`config.mk`:
```
export PLATFORM = sky130hd
export DESIGN_NAME = tmi_shared_unit
export DESIGN_NICKNAME = d
export VERILOG_FILES = /design/src/rtl/core/tmi_pkg.sv /design/src/rtl/core/tmi_shared_unit.sv
export SDC_FILE = /design/constraint.sdc
export NUM_CORES = 1
export LEC_CHECK = 0
export BUFFER_PORTS_ARGS = -buffer_cell sky130_fd_sc_hd__buf_2
export CAP_MARGIN = 20
export CORE_MARGIN = 4
export CORE_UTILIZATION = 30
export DETAILED_ROUTE_END_ITERATION = 8
export PLACE_DENSITY = 0.58
export SYNTH_ARGS = -nofsm -noshare
export SYNTH_HDL_FRONTEND = slang
export SYNTH_SLANG_ARGS = --single-unit
export TNS_END_PERCENT = 5
```
`constraint.sdc`:
```
create_clock -name clk -period 18.9 [get_ports clk]
set_input_delay 1.89 -clock clk [delete_from_list [all_inputs] [get_ports clk]]
set_output_delay 1.89 -clock clk [all_outputs]
set_load 0.1 [all_outputs]
```
`src/rtl/core/tmi_pkg.sv`:
```
`timescale 1ns / 1ps
`default_nettype none
// ----------------------------------------------------------------------------
// tmi_pkg
// Shared constants, codes and types for the tempo map tick interpolator.
// ----------------------------------------------------------------------------
package tmi_pkg;

    localparam int MAX_MARKERS_DEF    = 4096;
    localparam int TICKS_PER_BEAT_DEF = 1920;
    localparam int FRACTION_BITS_DEF  = 16;

    localparam int MODE_W  = 2;
    localparam int TIME_W  = 32;
    localparam int DEN_W   = 8;
    localparam int TICK_W  = 31;
    localparam int STAT_W  = 2;
    localparam int POS_W   = 48;

    // shared unit widths: product of a position and a time difference
    localparam int UNIT_W  = POS_W + TIME_W;
    localparam int UNIT_DW = DEN_W + TIME_W;
    localparam int UNIT_CW = $clog2(UNIT_W);

    localparam logic [DEN_W-1:0] DEN_RESET = DEN_W'(4);
    localparam logic [UNIT_W-1:0] RATE_NUM = UNIT_W'(240000000);

    localparam logic [MODE_W-1:0] MODE_SIG    = 2'd0;
    localparam logic [MODE_W-1:0] MODE_MARKER = 2'd1;
    localparam logic [MODE_W-1:0] MODE_QUERY  = 2'd2;

    localparam logic KIND_TEMPO = 1'b0;
    localparam logic KIND_QUERY = 1'b1;

    localparam logic [STAT_W-1:0] STAT_OK    = 2'd0;
    localparam logic [STAT_W-1:0] STAT_RANGE = 2'd1;
    localparam logic [STAT_W-1:0] STAT_FULL  = 2'd2;
    localparam logic [STAT_W-1:0] STAT_ZERO  = 2'd3;

    localparam logic OP_MUL = 1'b0;
    localparam logic OP_DIV = 1'b1;

    typedef struct packed {
        logic start;
        logic op;
    } unit_req_t;

    typedef struct packed {
        logic busy;
        logic done;
    } unit_rsp_t;

endpackage
`default_nettype wire

```
`src/rtl/core/tmi_shared_unit.sv`:
```
`timescale 1ns / 1ps
`default_nettype none
// ----------------------------------------------------------------------------
// tmi_shared_unit
// Bit-serial shift-add multiplier and restoring divider sharing one register set.
// ----------------------------------------------------------------------------
module tmi_shared_unit (
    input  wire logic                         clk,
    input  wire logic                         rst_n,
    input  wire tmi_pkg::unit_req_t           req,
    input  wire logic [tmi_pkg::UNIT_W-1:0]   opa,
    input  wire logic [tmi_pkg::UNIT_DW-1:0]  opb,
    output tmi_pkg::unit_rsp_t                rsp,
    output logic [tmi_pkg::UNIT_W-1:0]        quot,
    output logic [tmi_pkg::UNIT_DW-1:0]       rem
);
    localparam int W  = tmi_pkg::UNIT_W;
    localparam int DW = tmi_pkg::UNIT_DW;
    localparam int CW = tmi_pkg::UNIT_CW;
    localparam logic [CW-1:0] MUL_LAST = CW'(tmi_pkg::TIME_W - 1);
    localparam logic [CW-1:0] DIV_LAST = CW'(W - 1);

    logic [W-1:0]  acc_reg,  acc_next;
    logic [W-1:0]  aux_reg,  aux_next;
    logic [DW-1:0] rem_reg,  rem_next;
    logic [DW-1:0] opb_reg,  opb_next;
    logic [CW-1:0] cnt_reg,  cnt_next;
    logic          busy_reg, busy_next;
    logic          op_reg,   op_next;
    logic          done_reg, done_next;
    logic [DW:0]   trial;
    logic [DW:0]   diff;
    logic          last;

    always_comb
    begin
        trial     = {rem_reg, acc_reg[W-1]};
        diff      = trial - {1'b0, opb_reg};
        last      = (op_reg == tmi_pkg::OP_DIV) ? (cnt_reg == DIV_LAST)
                                                : (cnt_reg == MUL_LAST);
        acc_next  = acc_reg;
        aux_next  = aux_reg;
        rem_next  = rem_reg;
        opb_next  = opb_reg;
        cnt_next  = cnt_reg;
        busy_next = busy_reg;
        op_next   = op_reg;
        done_next = 1'b0;
        if (req.start)
        begin
            busy_next = 1'b1;
            op_next   = req.op;
            cnt_next  = '0;
            opb_next  = opb;
            rem_next  = '0;
            if (req.op == tmi_pkg::OP_DIV)
            begin
                acc_next = opa;
            end
            else
            begin
                acc_next = '0;
                aux_next = opa;
            end
        end
        else if (busy_reg)
        begin
            cnt_next = cnt_reg + CW'(1);
            if (op_reg == tmi_pkg::OP_DIV)
            begin
                if (!diff[DW])
                begin
                    rem_next = diff[DW-1:0];
                    acc_next = {acc_reg[W-2:0], 1'b1};
                end
                else
                begin
                    rem_next = trial[DW-1:0];
                    acc_next = {acc_reg[W-2:0], 1'b0};
                end
            end
            else
            begin
                if (opb_reg[0])
                begin
                    acc_next = acc_reg + aux_reg;
                end
                aux_next = {aux_reg[W-2:0], 1'b0};
                opb_next = {1'b0, opb_reg[DW-1:1]};
            end
            if (last)
            begin
                busy_next = 1'b0;
                done_next = 1'b1;
            end
        end
    end

    always_ff @(posedge clk or negedge rst_n)
    begin
        if (!rst_n)
        begin
            busy_reg <= 1'b0;
            done_reg <= 1'b0;
            op_reg   <= tmi_pkg::OP_MUL;
            cnt_reg  <= '0;
        end
        else
        begin
            busy_reg <= busy_next;
            done_reg <= done_next;
            op_reg   <= op_next;
            cnt_reg  <= cnt_next;
        end
    end

    always_ff @(posedge clk)
    begin
        acc_reg <= acc_next;
        aux_reg <= aux_next;
        rem_reg <= rem_next;
        opb_reg <= opb_next;
    end

    assign rsp.busy = busy_reg;
    assign rsp.done = done_reg;
    assign quot     = acc_reg;
    assign rem      = rem_reg;
endmodule
`default_nettype wire

```
==> out/qor.csv <==
stage;metric;value;unit
clock_tree;insertion_delay;0.59;ns
worst_setup_path;endpoint_kind;flop;
grt;grt_pass1_wl;89.9;mm
sta;fin_crit_sh;0.233;
clock_tree;numCtsBuffers;31;
run;maxCapViolations;0;
worst_setup_path;worstPathRequired;19.09;ns
place;portBuffers;245;
sta;rsz0062_at_grt;no;
clock_tree;postCtsHoldBufs;0;
grt;grt_max_degree;99;
synth;syn_nets;2243;
synth;ys_seq_elements;250;
synth;ys_top_cells_by_area;edfxtp_1 (33%), ha_1 (8.2%), o21ai_0 (6.2%), mux2_2 (4.9%), nand2_1 (4.8%);
drt;drc;0;
sta;relSlewSlack;0.370;
worst_setup_path;cp_max_fo;57;
sta;setup_viol_count_final;0;
sta;worst_pin_slew;0.943;ns
status;status;finished, final reports clean;
clock_tree;cts_tree;yes;
worst_setup_path;crit_type;in2reg;
clock_tree;clockBufferDepth;3;
cells_and_area;fillers;6163;
clock_tree;cts.root.buffer_cell;clkbuf_16;
clock_tree;htreeDepth;1;
synth;synthesis.area_per_instance;9.12;µm²
sta;fin_skew;0.0251;ns
sta;fmax;0.227;GHz
drt;ant_nets;0;
cells_and_area;synthToLayoutAreaGrowth;16.3;%
cells_and_area;fin_nets;2415;
sta;hold_violations;0;
place;place_congestion;0.894;
cells_and_area;layout_commonest_cell;buf_2;
grt;antenna_found_initial;12;
cells_and_area;drive_gt1_frac;0.191;
drt;post_drt_via_cell_ratio;5.44;
floorplanning;die_w;254;µm
synth;synth-edff-count;200;
grt;grtUsageTotal;0.172;
power_and_ir_drop;finalPower;3280;µW
synth;yosysTopAreaCellShare;0.330;
clock_tree;cts.repair.resized;0;
sta;drv_slew;0;
synth;yosysWarnings;0;
power_and_ir_drop;ir_drop;82.3;µV
min_path;hold_path.class;reg2reg;
drt;dr.first_iter.drc_count;1406;
cells_and_area;most-common-layout-cells;buf_2 (244), nand2_1 (231), o21ai_0 (226), edfxtp_1 (200), a21oi_1 (160);
drt;first_pass_iters;5;
worst_setup_path;critical_path.startpoint_type;input port;
synth;synth_top_area_cell;edfxtp_1;
synth;netlist_area;18200;µm²
drt;num_vias;16200;
drt;wl_per_cell;19.6;µm
grt;gr-total-overflow;0;
floorplanning;die-height;254;µm
power_and_ir_drop;power_leakage;0.00889;µW
clock_tree;cts_setup_buffers;0;
power_and_ir_drop;p_per_area;155;nW/µm²
sta;tns;0;ns
worst_setup_path;crit_arrival;4.61;ns
drt;wirelength;58.3;mm
synth;synth_ff_type;edfxtp_1;
floorplanning;rows;90;
synth;yosysSeqAreaShare;0.387;
synth;ys_async_sr_fraction;0.0400;
floorplanning;die_area;64700;µm²
synth;syn_inst;1997;
floorplanning;start_util;0.302;
clock_tree;clk_pin_slew;0.06;ns
clock_tree;cts_num_sinks;250;
place;hpwlAfterDp;43.7;mm
synth;synth_cell_type_count;87;
floorplanning;pin_count;246;
floorplanning;coreArea;60200;µm²
sta;period_needed;4.41;ns
grt;grt_pass1_vias;15800;
[kinds of logic (layout without fill, tap and decap cells)]
logic type               count (synthesis)  after routing  synth area share
AO/OA/AOI/OAI                          717            717             0.247
XOR/XNOR                               103            103            0.0510
adder cells (fa/ha/maj)                122            122            0.0846
buffers and inverters                  199            396            0.0442
flip-flops                             250            250             0.387
multiplexers                            90             90            0.0549
other                                    0              5                 0
AND/OR/NAND/NOR                        516            516             0.131
[synth_stat cells (19+ instances only)]
library cell,number
ha_1,120
inv_1,78
edfxtp_1,200
o21bai_1,19
nand4_1,39
a31oi_1,45
a211oi_1,20
nand3_1,29
xnor2_1,53
a22oi_1,49
a21o_1,73
nor2_1,100
dfxtp_1,40
clkbuf_1,96
o21ai_0,227
mux2_2,79
xor2_1,48
a21oi_1,160
nand2_1,232
nor3_1,26
[critical path: stages]
cell	delay, ns
buf_6	0.41
clkinv_1	0.28
buf_4	0.36
o21ai_4	0.12
nor2b_4	0.66
buf_4	0.77
[final timing paths]
path	from	to	slack (ns)	cells past startpoint
setup / recovery	req[1]	aux_reg[28]	14.49	6
hold / removal	rem[30]	rem[30]	0.51	2
setup reg to reg	quot[79]	quot[0]	14.77	14
hold reg to reg	rem[30]	rem[30]	0.51	2
max in group asynchronous	rst_n	op_reg	17.53	1
min in group asynchronous	rst_n	cnt_reg[3]	1.15	1
[cell type report]
class                      instances  area [µm²]  area share
inverter                          79         297      0.0140
clock buffer                      42         901      0.0425
clock inverter                    16         138     0.00650
tap                              782         978      0.0462
sequential                       250        7060       0.333
antenna                            5        12.5    0.000591
timing repair buffer             259        1390      0.0656
multi-input combinational       1548       10400       0.491
[per-stage QoR]
stage                     std cells  hold slack (ns)  cell area (µm²)  setup WS, ns  utilization
after global placement         2915            0.495            20100         13.97        0.333
after global routing           2976            0.540            21200         14.26        0.351
final                          2981            0.509            21200         14.49        0.352
after CTS                      2976            0.511            21200         14.44        0.351
after detailed placement       2918            0.501            20100         13.81        0.334
after floorplan                1997            0.512            18200         10.95            -
[where the power goes]
part / internal (µW) / switching (µW) / total (µW)
sequential: 734 / 109 / 842
clock: 360 / 247 / 607
combinational: 523 / 1310 / 1830
[metal layers]
metal,track usage,vias up,wire length [µm]
li1,-,7796,-
met1,0.233,7822,26100
met2,0.280,511,26300
met3,0.0442,79,4710
met4,0.0354,8,1170
met5,0,-,56
Power figures use the tool's default switching activity.
